<file path="src/rtl/core/sgc_pkg.sv">
// Shared types and constants for the signal gate with cooldown.
package sgc_pkg;

	localparam int unsigned TS_W      = 64;
	localparam int unsigned CONF_IN_W = 32;
	localparam int unsigned CONF_W    = 17;
	localparam int unsigned CNT_W     = 32;
	localparam int unsigned COOL_W    = 16;
	localparam int unsigned REASONS   = 5;
	localparam int unsigned REASON_W  = 3;
	localparam int unsigned CFG_IDX_W = 2;
	localparam int unsigned CFG_DAT_W = 17;

	localparam logic [CONF_W-1:0] Q16_ONE    = 17'h10000;
	localparam logic [TS_W-1:0]   TS_RESET   = {1'b1, {(TS_W-1){1'b0}}};

	typedef enum logic [CFG_IDX_W-1:0] {
		CFG_CONF_FLOOR = 2'd0,
		CFG_COOLDOWN   = 2'd1,
		CFG_STATS_EN   = 2'd2
	} cfg_index_t;

	typedef enum logic [2:0] {
		VERDICT_EMIT      = 3'd0,
		VERDICT_WARMUP    = 3'd1,
		VERDICT_NONFINITE = 3'd2,
		VERDICT_THRESHOLD = 3'd3,
		VERDICT_COOLDOWN  = 3'd4,
		VERDICT_DUPLICATE = 3'd5
	} verdict_t;

	typedef struct packed {
		logic signed [TS_W-1:0]      timestamp;
		logic                        inputs_ok;
		logic                        warmed;
		logic                        confidence_ok;
		logic signed [CONF_IN_W-1:0] confidence;
	} sample_t;

	typedef struct packed {
		logic              emitted;
		logic [2:0]        verdict;
		logic [CONF_W-1:0] confidence_out;
		logic [CNT_W-1:0]  emit_total;
		logic [CNT_W-1:0]  drop_total;
		logic [CNT_W-1:0]  verdict_total;
	} result_t;

endpackage

</file>
<file path="src/rtl/core/sgc_sample_if.sv">
// Valid/ready channel carrying one input sample word.
interface sgc_sample_if;
	logic              valid;
	logic              ready;
	sgc_pkg::sample_t  data;

	modport source (output valid, output data, input ready);
	modport sink (input valid, input data, output ready);
endinterface

</file>
<file path="src/rtl/core/sgc_result_if.sv">
// Valid/ready channel carrying one verdict word.
interface sgc_result_if;
	logic              valid;
	logic              ready;
	sgc_pkg::result_t  data;

	modport source (output valid, output data, input ready);
	modport sink (input valid, input data, output ready);
endinterface

</file>
<file path="src/rtl/core/signal_gate_with_cooldown_core.sv">
// Signal gate with cooldown: qualifies timestamped confidence samples.
//
// sample: valid/ready channel, one word per timestamped confidence sample.
// result: valid/ready channel, exactly one verdict word per sample, in order.
// wr_en/wr_index/wr_data: register writes (min confidence, cooldown length,
// statistics enable); the user makes them only while no sample is in flight;
// the block itself does not enforce it. A taken sample sits in the input
// register; once the result register can advance, the gate decision is
// written into it, where the cooldown, last emitted time and counters update.
// Throughput is one sample per cycle while result.ready stays high; the only
// feedback is the state read and written within the decision stage.
// Reset clears the cooldown and counters, sets the last emitted time to the
// most negative value and restores register defaults; both stages empty.
// A stalled receiver holds the result word; the input stage fills behind it
// and sample.ready drops until result.ready returns.
module signal_gate_with_cooldown_core (
	input  logic                                clk,
	input  logic                                arst_n,
	sgc_sample_if.sink                          sample,
	sgc_result_if.source                        result,
	input  logic                                wr_en,
	input  logic [sgc_pkg::CFG_IDX_W-1:0]       wr_index,
	input  logic [sgc_pkg::CFG_DAT_W-1:0]       wr_data
);

	// configuration
	logic [sgc_pkg::CONF_W-1:0] conf_floor_q;
	logic [sgc_pkg::COOL_W-1:0] cooldown_samples_q;
	logic                       stats_en_q;

	// gate state
	logic [sgc_pkg::COOL_W-1:0]  cooldown_q;
	logic [sgc_pkg::TS_W-1:0]    last_ts_q;
	logic [sgc_pkg::CNT_W-1:0]   emit_cnt_q;
	logic [sgc_pkg::CNT_W-1:0]   drop_cnt_q;
	logic [sgc_pkg::CNT_W-1:0]   reason_cnt_q [sgc_pkg::REASONS];

	// pipeline
	logic              valid_s1;
	sgc_pkg::sample_t  sample_s1;
	logic              out_valid_q;
	sgc_pkg::result_t  result_q;

	logic advance;
	logic fire;

	logic [sgc_pkg::CONF_W-1:0]   conf_clamped;
	sgc_pkg::verdict_t            verdict_c;
	logic                         drop_c;
	logic [sgc_pkg::REASON_W-1:0] reason_idx;
	logic [sgc_pkg::CNT_W-1:0]    emit_next;
	logic [sgc_pkg::CNT_W-1:0]    drop_next;
	logic [sgc_pkg::CNT_W-1:0]    reason_next;

	assign advance      = !out_valid_q || result.ready;
	assign fire         = valid_s1 && advance;
	assign sample.ready = !valid_s1 || advance;
	assign result.valid = out_valid_q;
	assign result.data  = result_q;

	always_comb begin
		if (sample_s1.confidence[sgc_pkg::CONF_IN_W-1]) begin
			conf_clamped = '0;
		end else if (sample_s1.confidence > signed'({15'd0, sgc_pkg::Q16_ONE})) begin
			conf_clamped = sgc_pkg::Q16_ONE;
		end else begin
			conf_clamped = sample_s1.confidence[sgc_pkg::CONF_W-1:0];
		end
	end

	always_comb begin
		if (!sample_s1.inputs_ok) begin
			verdict_c = sgc_pkg::VERDICT_NONFINITE;
		end else if (!sample_s1.warmed) begin
			verdict_c = sgc_pkg::VERDICT_WARMUP;
		end else if (!sample_s1.confidence_ok) begin
			verdict_c = sgc_pkg::VERDICT_NONFINITE;
		end else if (conf_clamped < conf_floor_q) begin
			verdict_c = sgc_pkg::VERDICT_THRESHOLD;
		end else if (cooldown_q != '0) begin
			verdict_c = sgc_pkg::VERDICT_COOLDOWN;
		end else if (last_ts_q == sample_s1.timestamp) begin
			verdict_c = sgc_pkg::VERDICT_DUPLICATE;
		end else begin
			verdict_c = sgc_pkg::VERDICT_EMIT;
		end
	end

	assign drop_c = verdict_c != sgc_pkg::VERDICT_EMIT;

	// reason slots hold verdicts one to five
	assign reason_idx = drop_c ? (verdict_c - 3'd1) : '0;

	assign emit_next   = emit_cnt_q + {{(sgc_pkg::CNT_W-1){1'b0}}, !drop_c && stats_en_q};
	assign drop_next   = drop_cnt_q + {{(sgc_pkg::CNT_W-1){1'b0}}, drop_c && stats_en_q};
	assign reason_next = reason_cnt_q[reason_idx]
		+ {{(sgc_pkg::CNT_W-1){1'b0}}, drop_c && stats_en_q};

	always_ff @(posedge clk or negedge arst_n) begin
		if (!arst_n) begin
			conf_floor_q       <= '0;
			cooldown_samples_q <= '0;
			stats_en_q         <= 1'b1;
		end else if (wr_en) begin
			case (wr_index)
				sgc_pkg::CFG_CONF_FLOOR: conf_floor_q <= wr_data;
				sgc_pkg::CFG_COOLDOWN: cooldown_samples_q <= wr_data[sgc_pkg::COOL_W-1:0];
				sgc_pkg::CFG_STATS_EN: stats_en_q <= wr_data[0];
				default: ;
			endcase
		end
	end

	always_ff @(posedge clk or negedge arst_n) begin
		if (!arst_n) begin
			valid_s1    <= 1'b0;
			out_valid_q <= 1'b0;
			cooldown_q  <= '0;
			last_ts_q   <= sgc_pkg::TS_RESET;
			emit_cnt_q  <= '0;
			drop_cnt_q  <= '0;
			for (int i = 0; i < sgc_pkg::REASONS; i++) begin
				reason_cnt_q[i] <= '0;
			end
		end else begin
			if (sample.ready) begin
				valid_s1 <= sample.valid;
			end
			if (advance) begin
				out_valid_q <= valid_s1;
			end
			if (fire) begin
				emit_cnt_q <= emit_next;
				drop_cnt_q <= drop_next;
				if (drop_c) begin
					reason_cnt_q[reason_idx] <= reason_next;
				end
				if (verdict_c == sgc_pkg::VERDICT_COOLDOWN) begin
					cooldown_q <= cooldown_q - 16'd1;
				end else if (!drop_c) begin
					cooldown_q <= cooldown_samples_q;
					last_ts_q  <= sample_s1.timestamp;
				end
			end
		end
	end

	// payload registers, no reset
	always_ff @(posedge clk) begin
		if (sample.valid && sample.ready) begin
			sample_s1 <= sample.data;
		end
		if (fire) begin
			result_q.emitted        <= !drop_c;
			result_q.verdict        <= verdict_c;
			result_q.confidence_out <= drop_c ? '0 : conf_clamped;
			result_q.emit_total     <= emit_next;
			result_q.drop_total     <= drop_next;
			result_q.verdict_total  <= drop_c ? reason_next : '0;
		end
	end

	a_emit_matches_verdict: assert property (@(posedge clk) disable iff (!arst_n)
		out_valid_q |-> (result_q.emitted == (result_q.verdict == sgc_pkg::VERDICT_EMIT)))
		else $error("emitted flag disagrees with verdict");

	a_drop_zero_conf: assert property (@(posedge clk) disable iff (!arst_n)
		(out_valid_q && !result_q.emitted) |->
			(result_q.confidence_out == '0 && result_q.verdict_total != '0 || !stats_en_q
			|| result_q.confidence_out == '0))
		else $error("dropped word carries a confidence");

	a_emit_reloads_cooldown: assert property (@(posedge clk) disable iff (!arst_n)
		(fire && !drop_c) |=> (cooldown_q == $past(cooldown_samples_q)
			&& last_ts_q == $past(sample_s1.timestamp)))
		else $error("emission did not reload cooldown");

	a_cooldown_only_counts_down: assert property (@(posedge clk) disable iff (!arst_n)
		(fire && verdict_c == sgc_pkg::VERDICT_COOLDOWN) |=>
			(cooldown_q == $past(cooldown_q) - 16'd1))
		else $error("cooldown did not decrement");

	a_stall_holds_state: assert property (@(posedge clk) disable iff (!arst_n)
		(!fire && !wr_en) |=> ($stable(cooldown_q) && $stable(emit_cnt_q)
			&& $stable(drop_cnt_q)))
		else $error("gate state moved without a word");

endmodule

</file>
<file path="src/flat_wrapper.sv">
// flat-port wrapper written by rule: the top's interface ports become plain ports
module signal_gate_with_cooldown_core_flat 
  (clk, arst_n, wr_en, wr_index, wr_data, sample_valid, sample_data, sample_ready, result_valid, result_data, result_ready);
  sgc_sample_if sample_i ();
  sgc_result_if result_i ();
  input  logic clk;
  input  logic arst_n;
  input  logic wr_en;
  input  logic [sgc_pkg::CFG_IDX_W-1:0] wr_index;
  input  logic [sgc_pkg::CFG_DAT_W-1:0] wr_data;
  input wire logic [$bits(sample_i.valid)-1:0] sample_valid;
  input wire logic [$bits(sample_i.data)-1:0] sample_data;
  output wire logic [$bits(sample_i.ready)-1:0] sample_ready;
  output wire logic [$bits(result_i.valid)-1:0] result_valid;
  output wire logic [$bits(result_i.data)-1:0] result_data;
  input wire logic [$bits(result_i.ready)-1:0] result_ready;
  assign sample_i.valid = sample_valid;
  assign sample_i.data = sample_data;
  assign sample_ready = sample_i.ready;
  assign result_valid = result_i.valid;
  assign result_data = result_i.data;
  assign result_i.ready = result_ready;
  signal_gate_with_cooldown_core u_core (.clk(clk), .arst_n(arst_n), .sample(sample_i), .result(result_i), .wr_en(wr_en), .wr_index(wr_index), .wr_data(wr_data));
endmodule
</file>
<file path="config.mk">
export PLATFORM = sky130hd
export DESIGN_NAME = signal_gate_with_cooldown_core_flat
export DESIGN_NICKNAME = d
export VERILOG_FILES = /design/src/rtl/core/sgc_pkg.sv /design/src/rtl/core/sgc_sample_if.sv /design/src/rtl/core/sgc_result_if.sv /design/src/rtl/core/signal_gate_with_cooldown_core.sv /design/src/flat_wrapper.sv
export SDC_FILE = /design/constraint.sdc
export NUM_CORES = 1
export LEC_CHECK = 0
export ABC_AREA = 1
export BUFFER_PORTS_ARGS = -buffer_cell sky130_fd_sc_hd__buf_4
export CAP_MARGIN = 20
export CORE_UTILIZATION = 40
export CTS_BUF_LIST = sky130_fd_sc_hd__clkbuf_2 sky130_fd_sc_hd__clkbuf_4 sky130_fd_sc_hd__clkbuf_8
export CTS_CLUSTER_DIAMETER = 40
export DETAILED_ROUTE_END_ITERATION = 7
export SYNTH_ARGS = -nofsm -noshare
export SYNTH_HDL_FRONTEND = slang
export SYNTH_SLANG_ARGS = --single-unit
</file>
<file path="constraint.sdc">
create_clock -name clk -period 10.9 [get_ports clk]
set_input_delay 0 -clock clk [delete_from_list [all_inputs] [get_ports clk]]
set_output_delay 0 -clock clk [all_outputs]
set_load 0.005 [all_outputs]
</file>
**After elaboration in Yosys (flattened, before gate mapping)**

Index checks and enable logic that the tools add are counted.
W data, S select, Z words.

- Flip-flop bits (word level): 556
- Output and inout bits: 119

- $add $sub $neg: 5
- Magnitude comparators: 4
- Equality and inequality tests: 5
- Mux-type cells: 17
- Bitwise operators: 3
- Reductions and logical operators: 19

Operators with widths:

| cell | count |
|---|---|
| $bwmux W160 | 1 |
| $add A32 B1 Y32 | 3 |
| $bmux W32 S3 | 1 |
| $demux W32 S3 | 1 |
| $mux W32 | 3 |
| $eq A64 B64 Y1 | 1 |
| $mux W17 | 2 |
| $gt A32 B18 Y1 const B | 1 |
| $mux W16 | 2 |
| $mux W3 | 7 |
| $lt A17 B17 Y1 | 1 |
| $reduce_bool A16 Y1 | 1 |
| $sub A16 B1 Y16 const B | 1 |
| $reduce_and A2 Y1 | 5 |
| $logic_and A1 B1 Y1 | 5 |
| $ge A4 B4 Y1 const B | 1 |
| $lt A4 B1 Y1 const B | 1 |
| $not A3 Y4 | 1 |
| $eq A3 B3 Y1 const B | 1 |
| $logic_not A1 Y1 | 3 |
| $reduce_and A3 Y1 | 1 |
| $reduce_bool A3 Y1 | 1 |
| $sub A3 B1 Y3 const B | 1 |
| $eq A2 B1 Y1 const B | 1 |
| other kinds (5) | 7 |

**Logic depth before layout (Yosys ltp)**

Gate-level depths: netlist of the first run.

- Word-level depth: 16
- Depth in mapped cells: 47
- Depth with buffers taken out: 42

**Worst setup path after synthesis of the first run**

OpenSTA, ideal clock, no wires.

- Kind: reg2reg
- From: reg u_core.sample_s1[31] in the netlist's numbering
- To: reg u_core.drop_cnt_q[30] in the netlist's numbering
- Library setup time: 0.080 ns
- Arrival time: 6.090 ns
- Path slack: 4.731 ns
- Cell stages (with the launch flop): 48
- Clock period less this slack: 6.169 ns
- Cells stage by stage: edfxtp_1 -> inv_1 -> nand2_1 -> nor2_1 -> nand2_1 -> nor2_1 -> nand2_1 -> nand2_1 -> inv_1 -> clkbuf_1 -> nor2_1 -> ha_1 -> a21oi_1 -> nor2_1 -> a211oi_1 -> nand2_1 -> a21oi_1 -> nand2_1 -> [... 12 more ...] -> ha_1 -> nand3_1 -> nor3_2 -> nand2_1 -> inv_1 -> nand3_1 -> nor3_2 -> nand4_1 -> nor4_1 -> nand4_1 -> inv_1 -> nand3_1 -> nor2_1 -> nand2_1 -> nor4_1 -> xor2_1 -> nand2_1 -> nand2_1

- Cells in the longest elaborated chain, start to end: 11

RTL lines:

| element | RTL line | source |
|---|---|---|
| start, declared | signal_gate_with_cooldown_core.sv:40 | `sgc_pkg::sample_t sample_s1;` |
| start signal, assigned | signal_gate_with_cooldown_core.sv:151 | `sample_s1 <= sample.data;` |
| $gt A32 B18 Y1 | signal_gate_with_cooldown_core.sv:64 | `end else if (sample_s1.confidence > signed'({15'd0, sgc_pkg::Q16_ONE})) begin` |
| $mux W17 | signal_gate_with_cooldown_core.sv:64 |  |
| $mux W17 (*) | signal_gate_with_cooldown_core.sv:62 | `if (sample_s1.confidence[sgc_pkg::CONF_IN_W-1]) begin` |
| named net u_core.conf_clamped (one bit) | signal_gate_with_cooldown_core.sv:47 | `logic [sgc_pkg::CONF_W-1:0] conf_clamped;` |
| $lt A17 B17 Y1 (*) | signal_gate_with_cooldown_core.sv:78 | `end else if (conf_clamped < conf_floor_q) begin` |
| $mux W3 (*) | signal_gate_with_cooldown_core.sv:78 |  |
| $mux W3 (*) | signal_gate_with_cooldown_core.sv:76 | `end else if (!sample_s1.confidence_ok) begin` |
| $mux W3 (*) | signal_gate_with_cooldown_core.sv:74 | `end else if (!sample_s1.warmed) begin` |
| $mux W3 (*) | signal_gate_with_cooldown_core.sv:72 | `if (!sample_s1.inputs_ok) begin` |
| $reduce_bool A3 Y1 (*) | signal_gate_with_cooldown_core.sv:89 | `assign drop_c = verdict_c != sgc_pkg::VERDICT_EMIT;` |
| $logic_and A1 B1 Y1 (*) | signal_gate_with_cooldown_core.sv:95 | `assign drop_next = drop_cnt_q + {{(sgc_pkg::CNT_W-1){1'b0}}, drop_c && stats_en_q};` |
| $add A32 B1 Y32 (*) | signal_gate_with_cooldown_core.sv:95 |  |
| named net u_core.drop_next (one bit) | signal_gate_with_cooldown_core.sv:52 | `logic [sgc_pkg::CNT_W-1:0] drop_next;` |
| end signal, assigned | signal_gate_with_cooldown_core.sv:134 | `drop_cnt_q <= drop_next;` |
| end, declared | signal_gate_with_cooldown_core.sv:35 | `logic [sgc_pkg::CNT_W-1:0] drop_cnt_q;` |

The timed path passes the listed nets; every way through them passes the cells marked *.
A chain may end at the register's enable or synchronous reset.

**Final worst setup path of the first run**

- From: reg u_core.sample_s1[31] in the netlist's numbering
- To: reg u_core.emit_cnt_q[31] in the netlist's numbering

- Cells in the longest elaborated chain, start to end: 12

RTL lines:

| element | RTL line | source |
|---|---|---|
| $gt A32 B18 Y1 | signal_gate_with_cooldown_core.sv:64 |  |
| $mux W17 | signal_gate_with_cooldown_core.sv:64 |  |
| $mux W17 (*) | signal_gate_with_cooldown_core.sv:62 |  |
| named net u_core.conf_clamped (one bit) | signal_gate_with_cooldown_core.sv:47 |  |
| $lt A17 B17 Y1 (*) | signal_gate_with_cooldown_core.sv:78 |  |
| $mux W3 (*) | signal_gate_with_cooldown_core.sv:78 |  |
| $mux W3 (*) | signal_gate_with_cooldown_core.sv:76 |  |
| $mux W3 (*) | signal_gate_with_cooldown_core.sv:74 |  |
| $mux W3 (*) | signal_gate_with_cooldown_core.sv:72 |  |
| $reduce_bool A3 Y1 (*) | signal_gate_with_cooldown_core.sv:89 |  |
| $logic_not A1 Y1 (*) | signal_gate_with_cooldown_core.sv:94 | `assign emit_next = emit_cnt_q + {{(sgc_pkg::CNT_W-1){1'b0}}, !drop_c && stats_en_q};` |
| $logic_and A1 B1 Y1 (*) | signal_gate_with_cooldown_core.sv:94 |  |
| $add A32 B1 Y32 (*) | signal_gate_with_cooldown_core.sv:94 |  |
| named net u_core.emit_next (one bit) | signal_gate_with_cooldown_core.sv:51 | `logic [sgc_pkg::CNT_W-1:0] emit_next;` |
| end signal, assigned | signal_gate_with_cooldown_core.sv:133 | `emit_cnt_q <= emit_next;` |
| end, declared | signal_gate_with_cooldown_core.sv:34 | `logic [sgc_pkg::CNT_W-1:0] emit_cnt_q;` |

Marks and branches as above.

==> flow_metrics.tcl, run 1 <==
set metrics [dict create \
    synth_cell_type_count 53 \
    synth-seq-cells 556 \
    drc_errors 0 \
    rsz0062_at_grt "false" \
    via_per_inst 4.893 \
    required_ns 11.53 \
    p_int_mw 4.855 \
    final-max-slew-violation-count 0 \
    setup_ws_ns 3.004 \
    layout_commonest_cell "nand2_1" \
    path_common_cell "nand2_1" \
    cts_resized 0 \
    hold_path.class "input port to async pin" \
    rrSetupSlack_ns 3.00 \
    syn-cell-area_um2 25520 \
    firstDrtPassIters 5 \
    syn_nets 2818 \
    num_rows 92 \
    timing.rr.start "u_core.sample_s1[31]$_DFFE_PP_" \
    period_minus_slack_ns 7.896 \
    drt_iter0_drc 1299 \
    numPortBuffers 241 \
    violations "hold timing" \
    switching_power_mw 2.367 \
    cp.depth 42 \
    p_sw_share_pct 32.77 \
    hold_violations 21 \
    num_vias 19990 \
    ys.flop_type "dfrtp_1" \
    crit_family "simple AND/OR/NAND/NOR gates" \
    peakVddDrop_uv 121.9 \
    drv_cap 0 \
    regArea_um2 15000 \
    p_comb_share_pct 25.4 \
    cts_buffers 104 \
    clockPowerShare_pct 30.0 \
    cp-startpoint "u_core.sample_s1[31]$_DFFE_PP_" \
    ys_warn_count 0 \
    fp.dieH_um 254.6 \
    clkLatencyLatePin_ns 0.72 \
    dp_hpwl_um 40810 \
    area_delta_synth_final_pct 27.53 \
    synth_edf_count 216 \
    cp.arrival_ns 8.53 \
    start_kind "flop" \
    setup_viol 0 \
    reg2reg_depth 42 \
    max_slew_margin_pct 31.07 \
    clock-skew-final_ns 0.03781 \
    p_seq_share_pct 44.5 \
    grt_pass1_wl_um 105400 \
    mostFrequentLayoutCells "779 x nand2_1, 338 x dfrtp_1, 259 x buf_4" \
    slowest_stage "inv_1" \
    num_io_pins 242 \
    max_slew.worst_pin.slew_ns 1.034 \
    wire_per_inst_um 16.03 \
    clk_pin_slew_ns 0.06 \
    die_area_um2 64810 \
    post-place-ws_ns 3.081 \
    nFillCells 5613 \
    grt_util_all_layers_pct 20.51 \
    layout.cells.non_filler 4086 \
    nets 3299 \
    clock-root-buffer "clkbuf_8" \
    htreeDepth 3 \
    power.density_nw_per_um2 221.9 \
    place.gp.congestion 0.9282 \
    synthCells 2666 \
    grt_pass1_vias 20320 \
    die_w_um 254.6 \
    synth_seq_area_share_pct 58.77 \
    fin_crit_sh_pct 72.44 \
    cp_num_buf_inv 5 \
    core_um2 63080 \
    multi_input_area_um2 9189 \
    antenna_found_initial 3 \
    grt_max_degree 129 \
    cts_buffer_depth 3 \
    ant_nets 0 \
    path_class "flop to flop" \
    syn_avg_cell_area_um2 9.572 \
    cts_sinks 556 \
    timing.fmax_mhz 126.6 \
    cpPeakStageDelay_ns 0.64 \
    synthArstFlopShare_pct 61.15 \
    place_inst 3670 \
    status "finished, violations left" \
    start_util_pct 40.46 \
    fin_setup_tns_ns 0 \
    grt-ovfl-total 0 \
    cts_tree "built" \
    crit_fanout 61 \
    drive_gt1_share_pct 18.44 \
    hold_ws_ns -0.03957 \
    p_leak_nw 14.57 \
    worstSetupEndpointType "flop" \
    routed_wl_um 65500 \
]
[final cells by class]
type | instances | share of cell area (%)
Antenna cell | 2 | 0.01538
Clock buffer | 157 | 5.986
Clock inverter | 40 | 1.069
Inverter | 223 | 2.603
Multi-Input combinational cell | 1785 | 28.23
Sequential cell | 556 | 46.08
Tap cell | 846 | 3.252
Timing Repair Buffer | 477 | 12.76
[sequential cells by signal, indices dropped and copies added, names as in the netlist, 16 cells and up]
| signal | count |
|---|---|
| u_core.reason_cnt_q | 160 |
| u_core.result.data | 117 |
| u_core.sample_s1 | 99 |
| u_core.last_ts_q | 64 |
| u_core.drop_cnt_q | 32 |
| u_core.emit_cnt_q | 32 |
| u_core.conf_floor_q | 17 |
| u_core.cooldown_q | 16 |
| u_core.cooldown_samples_q | 16 |
[metrics by stage]
step | cell area (µm²) | hold slack [ns] | total power, mW | utilization (%)
final | 32550 | -0.03957 | 7.221 | 51.59
after global placement | 28050 | 0.1648 | 4.942 | 44.47
after global routing | 32550 | 0.02102 | 7.688 | 51.59
after detailed placement | 28050 | 0.1792 | 5.016 | 44.47
after floorplan | 25520 | -0.2956 | 4.379 | -
after CTS | 32480 | 0.0003471 | 7.273 | 51.49
[synthesized netlist by cell type (29+ instances only)]
cell | count | area, µm²
nand2_1 | 780 | 2928
dfrtp_1 | 338 | 8458
edfxtp_1 | 216 | 6486
inv_1 | 210 | 788.3
nand3_1 | 208 | 1041
nor2_1 | 184 | 690.7
o21ai_0 | 155 | 775.7
xor2_1 | 68 | 595.6
clkbuf_1 | 64 | 240.2
mux2_2 | 61 | 686.9
xnor2_1 | 53 | 464.2
a21oi_1 | 37 | 185.2
nor3_1 | 37 | 185.2
nand4_1 | 34 | 212.7
o21ai_1 | 32 | 160.2
ha_1 | 29 | 362.9
[final timing paths]
path | end
worst min-delay path | u_core.reason_cnt_q[101]$_DFFE_PN0P_
worst min register to register | u_core.reason_cnt_q[144]$_DFFE_PN0P_
worst max register to register | u_core.emit_cnt_q[31]$_DFFE_PN0P_
worst max-delay path | u_core.emit_cnt_q[31]$_DFFE_PN0P_
min in group clk | u_core.sample_s1[15]$_DFFE_PP_
max in group asynchronous | u_core.last_ts_q[1]$_DFFE_PN0P_
[repair_timing]
action,in CTS,in global routing
hold buffers,213,2
buffers inserted,0,0
hold endpoints to repair,275,17
[routing by layer]
metal  track usage (%)  wire length (µm)  share of wire [%]
met5                 0                13              0.020
met2             34.52             31400                 48
met4             7.545              1668                2.5
met3             4.317              4373                6.7
met1             25.99             28040                 43
[power by group through the flow]
| stage | Clock (mW) | Sequential (mW) | Combinational (mW) |
|---|---|---|---|
| 2_1_floorplan | 0 | 3.16 | 1.22 |
| 3_3_place_gp | 0 | 3.22 | 1.72 |
| 3_5_place_dp | 0 | 3.24 | 1.77 |
| 4_1_cts | 2.22 | 3.21 | 1.84 |
| 5_1_grt | 2.32 | 3.28 | 2.08 |
| 6_report | 2.17 | 3.22 | 1.84 |
[cells by family (layout without fill, tap and decap cells)]
logic type / Yosys count / after routing / share of synthesized area, %
buffers and inverters: 325 / 897 / 5.310
DFF: 556 / 556 / 58.77
AOI/OAI and AO/OA: 246 / 246 / 5.084
muxes: 61 / 61 / 2.692
adders and majority gates: 29 / 29 / 1.422
other: 0 / 2 / 0
xor gates and xnor gates: 124 / 124 / 4.344
and+or+nand+nor: 1325 / 1325 / 22.38
Power figures use the tool's default switching activity.
==> inputs of run 2 (changes only) <==
- clock period: 10.9 -> 6.5 ns (I/O delays scaled with it)
==> flow_metrics.tcl, run 2 (synthesis gave the netlist of run 1 again) <==
set metrics [dict create \
    layout.cells.non_filler 4114 \
    power.density_nw_per_um2 369.6 \
    place.gp.congestion 0.9310 \
    crit_fanout 35 \
    clock-skew-final_ns 0.02554 \
    p_leak_nw 14.72 \
    utilization_pct 52.08 \
    num_io_pins 242 \
    hold_path.class "input port to async pin" \
    path_class "flop to flop" \
    start_kind "flop" \
    setup_ws_ns 0.4028 \
    post-route-cell-area_um2 32850 \
    hold_ws_ns 0.03727 \
    cts_tree "built" \
    drc_errors 0 \
    drt_iter0_drc 1525 \
    clkLatencyLatePin_ns 0.70 \
    grt-ovfl-total 0 \
    antenna_found_initial 5 \
    clock-root-buffer "clkbuf_8" \
    mostFrequentLayoutCells "776 x nand2_1, 338 x dfrtp_1, 278 x buf_4" \
    start_util_pct 40.46 \
    layout_commonest_cell "nand2_1" \
    post-place-ws_ns 0.04905 \
    status "finished, final reports clean" \
    num_vias 20330 \
    grt_util_all_layers_pct 20.79 \
    fin_setup_tns_ns 0 \
    via_per_inst 4.942 \
    cts_buffer_depth 3 \
    die_w_um 254.6 \
    ant_nets 0 \
    p_total_mw 12.14 \
    cp.arrival_ns 6.53 \
    reg2reg_depth 37 \
    grt_max_degree 137 \
    slowest_stage "edfxtp_1" \
    timing.rr.start "u_core.sample_s1[2]$_DFFE_PP_" \
    drive_gt1_share_pct 19.65 \
    final-max-slew-violation-count 0 \
    largest_register_ffs 160 \
    wire_per_inst_um 16.31 \
    max_slew_margin_pct 27.08 \
    cpPeakStageDelay_ns 0.38 \
    htreeDepth 3 \
    grt_pass1_wl_um 106700 \
    required_ns 6.94 \
    place_inst 3686 \
    max_slew.worst_pin.slew_ns 1.094 \
    firstDrtPassIters 6 \
    nets 3322 \
    cts_sinks 556 \
    drv_cap 0 \
    hold_violations 0 \
    fp.dieH_um 254.6 \
    period_minus_slack_ns 6.097 \
    setup_viol 0 \
    peakVddDrop_uv 199.1 \
    num_rows 92 \
    die_area_um2 64810 \
    routed_wl_um 67080 \
    worstSetupEndpointType "flop" \
    cp-startpoint "u_core.sample_s1[2]$_DFFE_PP_" \
    core_um2 63080 \
    largest_register "u_core.reason_cnt_q" \
    post_dp_cell_area_um2 28180 \
    dp_hpwl_um 41750 \
    grt_pass1_vias 20230 \
    fin_crit_sh_pct 93.80 \
    timing.fmax_mhz 164.0 \
    numPortBuffers 241 \
    area_delta_synth_final_pct 28.73 \
    clk_pin_slew_ns 0.06 \
    cts_buffers 104 \
]
-- run 2: cell count changes in the layout (fill, tap and decap cells not counted), moves of 4 or more --
cell	before	now
buf_4	259	278
clkbuf_8	123	115
clkinv_2	12	20
nor2_1	184	179
diode_2	2	6
ha_4	0	4
nor2_2	19	23
-- run 2: critical path, delay by kind of cell (launching register included) --
| kind | cells | cell delay [ns] |
|---|---|---|
| adders and majority gates | 5 | 1.04 |
| and+or+nand+nor | 21 | 2.52 |
| DFF | 1 | 0.38 |
| AOI/OAI and AO/OA | 4 | 0.68 |
| buffers and inverters | 7 | 1.18 |
-- run 2: timing repair --
action / CTS / global route
setup buffers: 0 / 7
resized for setup: 1 / 39
hold buffers: 213 / 2
gates cloned: 0 / 1
endpoints found under the setup margin: 1 / 183
endpoints found under the hold margin: 288 / 17
pin swaps: 0 / 10
-- run 2: cell type report --
class	count	area (µm²)
Inverter	223	850.8
Timing Repair Buffer	499	4338
Sequential cell	556	15000
Clock inverter	51	434.2
Tap cell	846	1059
Fill cell	5629	30230
Antenna cell	6	15.01
Clock buffer	147	1817
Multi-Input combinational cell	1786	9340
-- run 2: power breakdown --
part / leakage (nW) / switching, mW / total, mW / internal, mW
combinational: 7.06 / 1.87 / 3.17 / 1.30
clock: 1.18 / 1.55 / 3.58 / 2.03
sequential: 6.47 / 0.609 / 5.39 / 4.78
total: 14.7 / 4.03 / 12.1 / 8.11
-- run 2: path summary, 6_finish.rpt --
path,end,slack [ns]
setup / recovery,u_core.result.data[14]$_SDFFCE_PP0P_,0.40
hold / removal,u_core.reason_cnt_q[68]$_DFFE_PN0P_,0.04
setup reg to reg,u_core.result.data[14]$_SDFFCE_PP0P_,0.40
hold reg to reg,u_core.reason_cnt_q[87]$_DFFE_PN0P_,0.48
max in group asynchronous,u_core.last_ts_q[53]$_DFFE_PN0P_,4.78
min in group clk,u_core.sample_s1[49]$_DFFE_PP_,0.06
-- run 2: layer usage --
layer	vias up	share of wire, %	GRT usage, %
met3	130	6.3	4.287
li1	9780	-	-
met1	9786	43	26.98
met4	0	2.5	6.826
met5	-	0	0
met2	636	49	34.67
==> inputs of run 3 (changes only) <==
- CORE_ASPECT_RATIO: not set -> 1.4
==> flow_metrics.tcl, run 3 (synthesis gave the netlist of run 1 again) <==
set metrics [dict create \
    status "finished, final reports clean" \
    largest_register "u_core.reason_cnt_q" \
    area_delta_synth_final_pct 28.22 \
    num_io_pins 242 \
    crit_fanout 60 \
    hold_violations 0 \
    cts_buffers 89 \
    via_per_inst 4.957 \
    max_slew_margin_pct 33.58 \
    path_class "flop to flop" \
    mostFrequentLayoutCells "774 x nand2_1, 338 x dfrtp_1, 284 x buf_4" \
    grt_pass1_vias 20580 \
    p_comb_share_pct 27.0 \
    num_rows 109 \
    clock-skew-final_ns 0.03615 \
    cts_buffer_depth 3 \
    fp.dieH_um 300.9 \
    drc_errors 0 \
    core_um2 63140 \
    ant_nets 0 \
    rsz0062_at_grt "true" \
    numPortBuffers 241 \
    grt_util_all_layers_pct 20.88 \
    start_kind "flop" \
    final-max-slew-violation-count 0 \
    path_common_cell "nand2_1" \
    firstDrtPassIters 5 \
    p_total_mw 11.82 \
    clockPowerShare_pct 27.4 \
    cts_tree "built" \
    dp_hpwl_um 42590 \
    cts_sinks 556 \
    clock-root-buffer "clkbuf_8" \
    grt-ovfl-total 0 \
    p_seq_share_pct 45.6 \
    cp.arrival_ns 6.81 \
    cpPeakStageDelay_ns 0.47 \
    peakVddDrop_uv 222.4 \
    drive_gt1_share_pct 19.22 \
    p_leak_nw 14.65 \
    timing.fmax_mhz 162.1 \
    clkLatencyLatePin_ns 0.70 \
    power.density_nw_per_um2 361.3 \
    layout_commonest_cell "nand2_1" \
    wire_per_inst_um 16.57 \
    fin_crit_sh_pct 94.92 \
    post-route-cell-area_um2 32720 \
    nets 3325 \
    die_w_um 215.5 \
    utilization_pct 51.82 \
    routed_wl_um 67650 \
    htreeDepth 3 \
    drv_cap 0 \
    switching_power_mw 3.923 \
    post_dp_cell_area_um2 28130 \
    largest_register_ffs 160 \
    drt_iter0_drc 1340 \
    max_slew.worst_pin.slew_ns 0.9964 \
    p_sw_share_pct 33.19 \
    post-place-ws_ns 0.02840 \
    grt_pass1_wl_um 107400 \
    fin_setup_tns_ns 0 \
    required_ns 7.14 \
    worstSetupEndpointType "flop" \
    num_vias 20230 \
    clk_pin_slew_ns 0.07 \
    p_int_mw 7.899 \
    place.gp.congestion 0.9076 \
    grt_max_degree 172 \
    period_minus_slack_ns 6.170 \
    setup_ws_ns 0.3301 \
    hold_path.class "input port to flop" \
    antenna_found_initial 4 \
    slowest_stage "buf_6" \
    setup_viol 0 \
    start_util_pct 40.41 \
    die_area_um2 64830 \
]
## run 3: metrics by stage
stage,hold WS (ns),cells
3_5_place_dp,0.1544,3670
5_1_grt,0.1262,4082
2_1_floorplan,-0.2956,2666
3_3_place_gp,0.1472,3670
6_report,0.1339,4082
4_1_cts,0.05979,4057
## run 3: per-layer routing
layer  global-route usage [%]  vias to the layer above  routed length [µm]
met5                        0                        -                   0
met1                    23.96                     9689               26190
met3                    3.778                      163                3828
met2                    37.95                      629               35240
met4                    8.882                        0                2387
li1                         -                     9752                   -
## run 3: final timing paths
kind | startpoint | to | slack [ns] | depth (start not counted)
min in group asynchronous | arst_n | u_core.reason_cnt_q[68]$_DFFE_PN0P_ | 0.48 | 3
max in group asynchronous | arst_n | u_core.drop_cnt_q[13]$_DFFE_PN0P_ | 4.63 | 4
worst max-delay path | u_core.sample_s1[5]$_DFFE_PP_ | u_core.reason_cnt_q[50]$_DFFE_PN0P_ | 0.33 | 39
worst min-delay path | wr_index[1] | u_core.stats_en_q$_DFFE_PN1P_ | 0.13 | 4
worst max register to register | u_core.sample_s1[5]$_DFFE_PP_ | u_core.reason_cnt_q[50]$_DFFE_PN0P_ | 0.33 | 39
worst min register to register | u_core.reason_cnt_q[124]$_DFFE_PN0P_ | u_core.reason_cnt_q[124]$_DFFE_PN0P_ | 0.47 | 2
## run 3: power by group through the flow
stage	logic (mW)	clock network, mW	registers [mW]
after floorplan	2.05	0	5.30
after global placement	2.97	0	5.38
after detailed placement	3.05	0	5.43
after CTS	3.17	3.32	5.37
after global routing	3.59	3.47	5.51
final	3.19	3.24	5.39
## run 3: layout make-up
type	count	area [µm²]
fillers	5660	30420
flip-flops and latches	556	15000
multi-input cells	1785	9387
repair buffers	517	4518
clock buffers	132	1585
well taps	832	1041
inverters	223	850.8
clock inverters	32	326.6
diodes	4	10.01
repair inverters	1	5.005
## run 3: what timing repair did
item,CTS,global route
buffers inserted,0,13
setup endpoints to repair,1,184
hold buffers,223,4
gates cloned,0,1
gates resized for setup,1,49
hold endpoints to repair,295,33
pin swaps,0,16
## run 3: critical path, delay by kind of cell (launching register included)
kind,cells,cell delay (ns)
AND/OR/NAND/NOR,25,2.68
buffers and inverters,7,1.35
adder cells (fa/ha/maj),4,1.06
flip-flops,1,0.37
AO/OA/AOI/OAI,2,0.34
XOR/XNOR,1,0.28
